--- config.mk ---
export PLATFORM = sky130hd
export DESIGN_NAME = psm_cell
export DESIGN_NICKNAME = d
export VERILOG_FILES = /design/src/design/psm_pkg.sv /design/src/design/psm_cell.sv
export SDC_FILE = /design/constraint.sdc
export NUM_CORES = 1
export LEC_CHECK = 0
export ABC_AREA = 1
export CORE_ASPECT_RATIO = 0.6
export CORE_MARGIN = 8
export CORE_UTILIZATION = 35
export CTS_BUF_LIST = sky130_fd_sc_hd__clkbuf_2 sky130_fd_sc_hd__clkbuf_4 sky130_fd_sc_hd__clkbuf_8
export DETAILED_ROUTE_END_ITERATION = 8
export DONT_BUFFER_PORTS = 1
export GPL_ROUTABILITY_DRIVEN = 0
export GPL_TIMING_DRIVEN = 1
export PLACE_DENSITY = 0.55
export SKIP_LAST_GASP = 1
export SYNTH_ARGS = -nofsm -noshare
export SYNTH_HDL_FRONTEND = slang
export SYNTH_SLANG_ARGS = --single-unit
--- constraint.sdc ---
create_clock -name clk -period 17.57 [get_ports clk]
set_clock_uncertainty 0.05 [all_clocks]
set_input_delay 2.6355 -clock clk [delete_from_list [all_inputs] [get_ports clk]]
set_output_delay 2.6355 -clock clk [all_outputs]
set_load 0.02 [all_outputs]
--- src/design/psm_pkg.sv ---
// Shared types and constants for the schoolbook polynomial multiplier.
`default_nettype none

package psm_pkg;

  localparam int COEF_W = 16;
  localparam int PROD_W = 2 * COEF_W;
  localparam int ACC_W  = 36;

  typedef logic signed [COEF_W-1:0] coef_t;
  typedef logic signed [ACC_W-1:0]  acc_t;

  // operand_select codes
  localparam logic OPS_A = 1'b0;
  localparam logic OPS_B = 1'b1;

  typedef struct packed {
    logic  operand_select;
    coef_t coefficient;
    logic  last_term;
  } in_item_t;

  typedef struct packed {
    acc_t product_coefficient;
    logic last_result;
  } out_item_t;

  // Broadcast control from the sequencer to every cell
  typedef struct packed {
    logic clr;    // drop everything: accumulators and stored A
    logic inval;  // drop stored A only
    logic mac;    // accumulate and shift A slots one cell up
    logic drain;  // shift accumulators one cell down
  } cell_ctl_t;

endpackage

`default_nettype wire

--- src/design/psm_cell.sv ---
// One multiply-accumulate cell: an A slot that shifts up and an accumulator that drains down.
`default_nettype none

module psm_cell
  import psm_pkg::*;
(
  input  wire logic      clk,
  input  wire logic      rst_n,
  input  wire cell_ctl_t ctl,
  input  wire logic      wr_hit,
  input  wire coef_t     wr_coef,
  input  wire coef_t     b_coef,
  input  wire coef_t     slot_in,
  input  wire logic      slot_vld_in,
  input  wire acc_t      acc_in,
  output logic           slot_vld_out,
  output coef_t          slot_out,
  output acc_t           acc_out
);

  coef_t                    slot_r, slot_nxt;
  logic                     vld_r, vld_nxt;
  acc_t                     acc_r, acc_nxt;
  logic signed [PROD_W-1:0] raw_prod;
  logic signed [PROD_W-1:0] prod;

  // keep the multiply in a signed context of its own
  assign raw_prod = slot_r * b_coef;
  assign prod     = vld_r ? raw_prod : '0;

  always_comb begin
    slot_nxt = slot_r;
    vld_nxt  = vld_r;
    acc_nxt  = acc_r;
    if (ctl.mac) begin
      slot_nxt = slot_in;
      vld_nxt  = slot_vld_in;
      acc_nxt  = acc_r + ACC_W'(prod);
    end
    if (ctl.drain) begin
      acc_nxt = acc_in;
    end
    if (ctl.clr || ctl.inval) begin
      vld_nxt = 1'b0;
    end
    if (ctl.clr) begin
      acc_nxt = '0;
    end
    if (wr_hit) begin
      slot_nxt = wr_coef;
      vld_nxt  = 1'b1;
    end
  end

  always_ff @(posedge clk) begin
    slot_r <= slot_nxt;
    if (!rst_n) begin
      vld_r <= 1'b0;
      acc_r <= '0;
    end else begin
      vld_r <= vld_nxt;
      acc_r <= acc_nxt;
    end
  end

  assign slot_vld_out = vld_r;
  assign slot_out     = slot_r;
  assign acc_out      = acc_r;

endmodule

`default_nettype wire

==> impl_metrics.env, run 1 <==
export IMPL_htreeDepth=2
export IMPL_route_vias_total=12600
export IMPL_async_flop_share=0
export IMPL_dp_worst_setup_slack_ps=7370
export IMPL_critPathSlowestCell="fa_1"
export IMPL_drt_iter0_drc=1048
export IMPL_die_w_um=282
export IMPL_drv_cap=0
export IMPL_grt_pass1_wl_um=70700
export IMPL_hold_violations=0
export IMPL_synth_most_common_cell="nand2_1"
export IMPL_fin_nets=2437
export IMPL_vias_per_cell=4.98
export IMPL_ant_nets=0
export IMPL_synth_warning_count=0
export IMPL_layout_drive_gt1_share=0.0397
export IMPL_netlist_top_cells_area="fa_1, nand2_1, inv_1, ha_1, dfxtp_1"
export IMPL_r2r_worst_path_cells=31
export IMPL_clock_fmax_mhz=101
export IMPL_min_path_cells=2
export IMPL_die_height_um=176
export IMPL_min_period_ps=9930
export IMPL_area_growth_pct=3.78
export IMPL_maxSlewHeadroom=0.230
export IMPL_multi_input_area_mm2=0.0114
export IMPL_worstSetupPathType="input pin to flop"
export IMPL_core_mm2=0.0419
export IMPL_required_ps=17760
export IMPL_io_pins=145
export IMPL_r2r_slack_ps=8950
export IMPL_min_period_over_period=0.565
export IMPL_grt_usage=0.180
export IMPL_rows=58
export IMPL_rsz0062_at_grt="no"
export IMPL_wl_per_cell_um=17.6
export IMPL_crit_top_cell="inv_1"
export IMPL_hpwl_um=38300
export IMPL_design_area_mm2=0.0154
export IMPL_yosysUniqueCellTypes=48
export IMPL_gr_total_overflow=0
export IMPL_dieArea_mm2=0.0496
export IMPL_tightest_slew_ps=1160
export IMPL_timing_setup_tns_ps=0
export IMPL_cts_max_path_buffers=2
export IMPL_drc_errors=0
export IMPL_post_cts_buffers=0
export IMPL_first_pass_iters=6
export IMPL_cts_root_buf="clkbuf_8"
export IMPL_synth_commonest_cells="nand2_1, inv_1, fa_1"
export IMPL_syn_area_mm2=0.0149
export IMPL_clk_pin_slew_ps=120
export IMPL_yosys_register_bits=53
export IMPL_clock_sinks=53
export IMPL_clock_latency_ps=360
export IMPL_antenna_found_initial=0
export IMPL_postCtsResizedCells=0
export IMPL_nFillCells=4445
export IMPL_ys_flop_type="dfxtp_1"
export IMPL_synth_top_area_cell="fa_1"
export IMPL_cp_end_kind="flop"
export IMPL_seq_area_mm2=0.00122
export IMPL_outcome="finished clean"
export IMPL_cts_buffers=5
export IMPL_crit_path_max_fanout=16
export IMPL_syn_num_nets=2498
export IMPL_syn_inst=2026
export IMPL_numPortBuffers=0
export IMPL_grt_start_max_net_pins=40
export IMPL_synth_avg_cell_area_um2=7.34
export IMPL_arrival_ps=10130
export IMPL_drt_total_wl_um=44600
export IMPL_cts_hold_fix_buffers=0
export IMPL_start_util=0.355
export IMPL_grt_pass1_vias=12600
export IMPL_drv_slew=0
export IMPL_dpl_cell_area_mm2=0.0153
export IMPL_hold_class="flop to flop"
export IMPL_critPathLaunchType="input pin"
export IMPL_antenna_cells=0
export IMPL_synth_edf_count=16
export IMPL_final_setup_viol_count=0
export IMPL_synth_top_area_frac=0.354
export IMPL_cts_tree="yes"
export IMPL_max_stage_delay_ps=710
export IMPL_fin_ws_ps=7640
export IMPL_seq_area_frac_synth=0.0821
[stage by stage]
step | instances | hold slack (ps) | utilization
floorplan | 2026 | 530 | -
global placement | 2528 | 561 | 0.367
detailed placement | 2528 | 565 | 0.367
CTS | 2536 | 585 | 0.369
global route | 2536 | 594 | 0.369
finish | 2536 | 581 | 0.369
[flip-flops by register name (all words and copies together) (netlist names)]
register,cells
acc_out,36
slot_out,16
slot_vld_out,1
[worst max-delay path: cells and delay by family]
family          cells  cell delay, ps
simple gates       10            1700
fa+ha+maj           8            3980
compound gates      5             830
buf+inv             8             980
[cell type report]
cell class                 count  area share
multi-input combinational   1378       0.739
inverter                     519       0.126
sequential                    53      0.0791
tap                          570      0.0462
clock buffer                   5     0.00446
timing repair buffer           8     0.00389
clock inverter                 3    0.000811
[kinds of logic after synthesis]
| family | share of synthesized area |
|---|---|
| AOI/OAI and AO/OA | 0.104 |
| and+or+nand+nor | 0.198 |
| adders and majority gates | 0.453 |
| xor gates and xnor gates | 0.0124 |
| buffers and inverters | 0.151 |
| DFF | 0.0821 |
[per-layer routing]
layer,wire length (µm),up-vias,part of all wire,GRT usage
li1,-,5951,-,-
met2,20000,420,0.45,0.277
met4,554,0,0.012,0.0326
met1,20800,6231,0.47,0.266
met5,0,-,0,0
met3,3300,37,0.074,0.0309
[cell usage in the layout, fill, tap and decap left out, types with 6 or more instances in the layout]
cell type  Yosys  layout
o21ai_0       63      63
xor2_1        12      12
inv_1        508     508
dfxtp_1       37      37
ha_1         117     117
nand2_1      514     514
xnor2_1        9       9
nor2_1        95      94
or2_2          7       7
buf_4          0       8
nand3_1       48      48
nand4_1        7       7
a31oi_1       26      26
a21oi_1      110     110
nand2_2        7       7
inv_2         11      11
a22oi_1       19      19
edfxtp_1      16      16
a21o_1        12      12
fa_1         263     263
nor2_2         5       6
nor3_1         7       7
[final timing paths]
check	from	to
worst min register to register	acc_out[9]$_SDFFE_PP0P_	acc_out[9]$_SDFFE_PP0P_
worst min-delay path	acc_out[9]$_SDFFE_PP0P_	acc_out[9]$_SDFFE_PP0P_
worst max register to register	slot_out[15]$_DFFE_PP_	acc_out[33]$_SDFFE_PP0P_
worst max-delay path	b_coef[1]	acc_out[33]$_SDFFE_PP0P_
Power of run 1 is left out: the tool's default activity adds up to more than one toggle a clock period on the data nets, which glitch-free logic cannot reach.
==> run 2, diff against run 1 <==
ABC_AREA = 0   (was 1)
clock period = 9.8 ns   (was 17.57 ns; I/O delays follow)
==> run 2 against run 1 <==
Effect of this change:
- hold slack better by 40 ps
- area after synthesis down 5.4%
- via count down 16%
- sequential cell count unchanged
- clock-buffer cell count up 1
- non-clock buffer count up 9
- die area down 5.0%
- wire length down 16%
- final area down 4.5%
- cell count down 18%
- first-iteration DRC count down 51%
- sequential share of layout area up 0.37 points
- highest routed layer is now met5
==> impl_metrics.env, run 2 <==
export IMPL_rows=57
export IMPL_core_mm2=0.0400
export IMPL_worstSetupPathType="input pin to flop"
export IMPL_die_w_um=275
export IMPL_netlist_top_cells_area="fa_1, ha_1, inv_1, and2_1, dfxtp_1"
export IMPL_wl_per_cell_um=17.9
export IMPL_outcome="finished clean"
export IMPL_arrival_ps=9450
export IMPL_cts_max_path_buffers=2
export IMPL_min_period_ps=9260
export IMPL_synth_edf_count=16
export IMPL_synth_avg_cell_area_um2=8.83
export IMPL_clock_latency_ps=330
export IMPL_r2r_worst_path_cells=31
export IMPL_crit_path_max_fanout=16
export IMPL_drt_iter0_drc=517
export IMPL_hold_violations=0
export IMPL_die_height_um=171
export IMPL_layout_drive_gt1_share=0.0340
export IMPL_start_util=0.351
export IMPL_cts_buffers=5
export IMPL_postCtsResizedCells=0
export IMPL_vias_per_cell=5.09
export IMPL_layout_commonest_cell="inv_1"
export IMPL_io_pins=145
export IMPL_drv_cap=0
export IMPL_final_cell_mix="inv_1, fa_1, nand2_1"
export IMPL_clock_sinks=53
export IMPL_nFillCells=4119
export IMPL_grt_pass1_wl_um=61200
export IMPL_crit_start="b_coef[4]"
export IMPL_r2r_slack_ps=690
export IMPL_min_period_over_period=0.945
export IMPL_ys_flop_type="dfxtp_1"
export IMPL_yosys_register_bits=53
export IMPL_fin_nets=2031
export IMPL_hold_class="flop to flop"
export IMPL_synth_commonest_cells="inv_1, fa_1, nand2_1"
export IMPL_async_flop_share=0
export IMPL_cts_hold_fix_buffers=0
export IMPL_synth_top_area_cell="fa_1"
export IMPL_grtUsageMet1=0.232
export IMPL_grt_met2_usage=0.261
export IMPL_dieArea_mm2=0.0471
export IMPL_crit_top_cell="fa_1"
export IMPL_post_cts_buffers=0
export IMPL_max_stage_delay_ps=530
export IMPL_ant_nets=0
export IMPL_final_setup_viol_count=0
export IMPL_gr_total_overflow=0
export IMPL_grt_start_max_net_pins=46
export IMPL_timing_setup_tns_ps=0
export IMPL_regToRegEndpoint="acc_out[32]$_SDFFE_PP0P_"
export IMPL_grt_pass1_vias=11100
export IMPL_maxSlewHeadroom=0.267
export IMPL_first_pass_iters=5
export IMPL_rsz0062_at_grt="no"
export IMPL_cts_tree="yes"
export IMPL_gr_usage_met3=0.0269
export IMPL_tightest_slew_ps=1100
export IMPL_drt_total_wl_um=37500
export IMPL_min_path_cells=2
export IMPL_drv_slew=0
export IMPL_route_vias_total=10600
export IMPL_synth_most_common_cell="inv_1"
export IMPL_antenna_found_initial=4
export IMPL_cp_end_kind="flop"
export IMPL_grt_busiest_layer="met2"
export IMPL_crit_path_end="acc_out[32]$_SDFFE_PP0P_"
export IMPL_largest_register_ffs=36
export IMPL_clock_fmax_mhz=108
export IMPL_synth_warning_count=0
export IMPL_hpwl_um=32000
export IMPL_drc_errors=0
export IMPL_area_growth_pct=4.80
export IMPL_yosysUniqueCellTypes=65
export IMPL_htreeDepth=2
export IMPL_numPortBuffers=0
export IMPL_critPathSlowestCell="fa_1"
export IMPL_grt_usage=0.163
export IMPL_synth_top_area_frac=0.374
export IMPL_critPathLaunchType="input pin"
export IMPL_syn_num_nets=2065
export IMPL_cts_root_buf="clkbuf_8"
export IMPL_syn_inst=1593
export IMPL_syn_area_mm2=0.0141
export IMPL_rr_startpoint="slot_out[12]$_DFFE_PP_"
export IMPL_required_ps=9990
export IMPL_clk_pin_slew_ps=130
export IMPL_seq_area_frac_synth=0.0868
-- run 2: cell count changes in the layout (fill, tap and decap cells not counted), sizes merged, moves of 18 or more --
cell	change
a21o	+19
a21oi	-30
a31oi	-19
and2	+134
inv	-210
mux2	+18
nand2	-362
nand3	-39
nor2	-49
xnor2	+23
-- run 2: worst min-delay path by stage --
| stage | start | to |
|---|---|---|
| finish | acc_out[3]$_SDFFE_PP0P_ | acc_out[3]$_SDFFE_PP0P_ |
| global route | acc_out[11]$_SDFFE_PP0P_ | acc_out[11]$_SDFFE_PP0P_ |
| floorplan | acc_out[32]$_SDFFE_PP0P_ | acc_out[32]$_SDFFE_PP0P_ |
| CTS | acc_out[3]$_SDFFE_PP0P_ | acc_out[3]$_SDFFE_PP0P_ |
| global placement | acc_out[3]$_SDFFE_PP0P_ | acc_out[3]$_SDFFE_PP0P_ |
| detailed placement | acc_out[3]$_SDFFE_PP0P_ | acc_out[3]$_SDFFE_PP0P_ |
-- run 2: area by class of cell --
cell class              count  area [µm²]  area share
clock inverters             2        15.0     0.00102
well taps                 531         664      0.0451
clock buffers               6        82.6     0.00560
diodes                      1        2.50    0.000170
multi-input cells        1175       11500       0.778
inverters                 307        1150      0.0782
repair buffers             17         128     0.00866
flip-flops and latches     53        1220      0.0829
-- run 2: per-layer routing --
layer	routed length [µm]	share of wire
met2	17500	0.47
met1	17500	0.47
met3	1840	0.049
met4	539	0.014
met5	34	0.00091
-- run 2: through the flow --
step                      worst slack [ps]  hold WS, ps  instance area (µm²)  utilization  std cells
final                                  543          622                14700        0.368       2092
after global routing                   126          669                14700        0.368       2091
after CTS                              642          629                14700        0.368       2091
after detailed placement               302          610                14600        0.366       2083
after global placement                 480          611                14600        0.366       2083
after floorplan                        956          565                14100            -       1593
-- run 2: critical path: cells and delay by family --
| kind | cells | cell delay, ps |
|---|---|---|
| compound gates | 18 | 3630 |
| fa+ha+maj | 8 | 3700 |
| buf+inv | 4 | 210 |
| simple gates | 3 | 430 |
-- run 2: kinds of logic (layout without fill, tap and decap cells) --
family	Yosys count	in the layout	share of synthesized area
simple gates	456	456	0.164
fa+ha+maj	380	380	0.479
buf+inv	365	332	0.0974
compound gates	262	262	0.120
flops	53	53	0.0868
xor+xnor	47	47	0.0293
mux	30	30	0.0230
other cells	0	1	0
Power of run 2 is left out for the same reason.
==> run 3, diff against run 2 <==
clock period = 10.8 ns   (was 9.8 ns; I/O delays follow)
==> run 3 against run 2 <==
Effect of this change:
- critical path depth decreased by 1
- sequential cell count unchanged
- register-to-register slack improved by 820 ps
- non-clock buffer count decreased by 13
- largest cell class unchanged
- global-route usage increased by 0.10 points
- via count about the same
- first-iteration DRC count decreased by 7.9%
- core utilization decreased by 0.25 points
- setup slack improved by 700 ps
- sequential share of layout area increased by 0.057 points
- critical path type unchanged
- final area decreased by 0.68%
==> impl_metrics.env, run 3 (synthesized netlist as in run 2, its figures left out) <==
export IMPL_outcome="finished clean"
export IMPL_drt_total_wl_um=37700
export IMPL_hold_violations=0
export IMPL_largest_register_ffs=36
export IMPL_cts_hold_fix_buffers=0
export IMPL_r2r_worst_path_cells=31
export IMPL_grt_pass1_vias=10900
export IMPL_hold_class="flop to flop"
export IMPL_drv_slew=0
export IMPL_die_w_um=275
export IMPL_min_period_over_period=0.885
export IMPL_post_cts_buffers=0
export IMPL_cts_max_path_buffers=2
export IMPL_drv_cap=0
export IMPL_antenna_cells=0
export IMPL_first_pass_iters=6
export IMPL_vias_per_cell=5.13
export IMPL_rsz0062_at_grt="no"
export IMPL_min_period_ps=9550
export IMPL_timing_setup_tns_ps=0
export IMPL_min_path_cells=2
export IMPL_crit_path_max_fanout=16
export IMPL_clock_fmax_mhz=105
export IMPL_critPathSlowestCell="fa_1"
export IMPL_rows=57
export IMPL_cts_buffers=5
export IMPL_wl_per_cell_um=18.1
export IMPL_dieArea_mm2=0.0471
export IMPL_path_depth=32
export IMPL_arrival_ps=9750
export IMPL_die_height_um=171
export IMPL_worstSetupPathType="input pin to flop"
export IMPL_postCtsResizedCells=0
export IMPL_holdPathEnd="acc_out[3]$_SDFFE_PP0P_"
export IMPL_route_vias_total=10700
export IMPL_clock_latency_ps=340
export IMPL_htreeDepth=2
export IMPL_ant_nets=0
export IMPL_required_ps=11000
export IMPL_antenna_found_initial=4
export IMPL_cts_root_buf="clkbuf_8"
export IMPL_max_stage_delay_ps=540
export IMPL_layout_drive_gt1_share=0.0259
export IMPL_tightest_slew_ps=1070
export IMPL_gr_total_overflow=0
export IMPL_grt_pass1_wl_um=61600
export IMPL_rr_startpoint="slot_out[10]$_DFFE_PP_"
export IMPL_final_setup_viol_count=0
export IMPL_fin_nets=2018
export IMPL_final_cell_mix="inv_1, fa_1, nand2_1"
export IMPL_layout_commonest_cell="inv_1"
export IMPL_drc_errors=0
export IMPL_cp_num_buf_inv=4
export IMPL_cp_end_kind="flop"
export IMPL_critPathLaunchType="input pin"
export IMPL_cts_tree="yes"
export IMPL_area_growth_pct=4.08
export IMPL_path_delay_family="adder cells"
export IMPL_clock_sinks=53
export IMPL_start_util=0.351
export IMPL_crit_top_cell="fa_1"
export IMPL_hold_path_startpoint="acc_out[3]$_SDFFE_PP0P_"
export IMPL_io_pins=145
export IMPL_numPortBuffers=0
export IMPL_grt_usage=0.164
export IMPL_r2r_slack_ps=1510
export IMPL_drt_iter0_drc=476
export IMPL_regToRegEndpoint="acc_out[32]$_SDFFE_PP0P_"
export IMPL_maxSlewHeadroom=0.287
export IMPL_core_mm2=0.0400
export IMPL_clk_pin_slew_ps=120
export IMPL_grt_start_max_net_pins=46
export IMPL_hpwl_um=31700
run 3: cell count changes in the layout (fill, tap and decap cells not counted), sizes merged:
cell / before / now
buf: 17 / 4
diode: 1 / 0
run 3: worst max path at each step:
| stage | start | to | slack, ps |
|---|---|---|---|
| 5_1_grt | b_coef[4] | acc_out[32]$_SDFFE_PP0P_ | 690 |
| 6_report | b_coef[4] | acc_out[32]$_SDFFE_PP0P_ | 1250 |
| 3_3_place_gp | b_coef[4] | acc_out[32]$_SDFFE_PP0P_ | 1100 |
| 3_5_place_dp | b_coef[4] | acc_out[32]$_SDFFE_PP0P_ | 1080 |
| 4_1_cts | b_coef[4] | acc_out[32]$_SDFFE_PP0P_ | 1400 |
| 2_1_floorplan | b_coef[1] | acc_out[32]$_SDFFE_PP0P_ | 1810 |
run 3: cell type report:
type,instances,area (µm²)
flip-flops and latches,53,1220
inverters,307,1150
fillers,4082,25400
multi-input cells,1175,11500
repair buffers,4,30.0
well taps,531,664
clock buffers,6,82.6
clock inverters,2,15.0
run 3: metrics by stage:
step                      area (µm²)  std cells  hold WS (ps)  setup WS, ps  utilization
after floorplan                14100       1593           565          1810            -
after global placement         14500       2070           607          1100        0.363
after detailed placement       14500       2070           607          1080        0.363
after CTS                      14600       2078           625          1400        0.366
after global routing           14600       2078           666           693        0.366
final                          14600       2078           622          1250        0.366
run 3: routing by layer:
layer  vias to the layer above  global-route usage  share of wire
li1                       4960                   -              -
met1                      5438               0.241           0.48
met2                       217               0.258           0.46
met3                        32              0.0224          0.046
met4                         6              0.0309          0.013
met5                         -                   0         0.0011
run 3: worst register-to-register path, delay by kind of cell, from the launching register on:
family	cells	cell delay, ps
fa+ha+maj	8	3860
compound gates	14	2900
simple gates	6	1260
flops	1	1010
buf+inv	3	150
Power of run 3 is left out for the same reason.
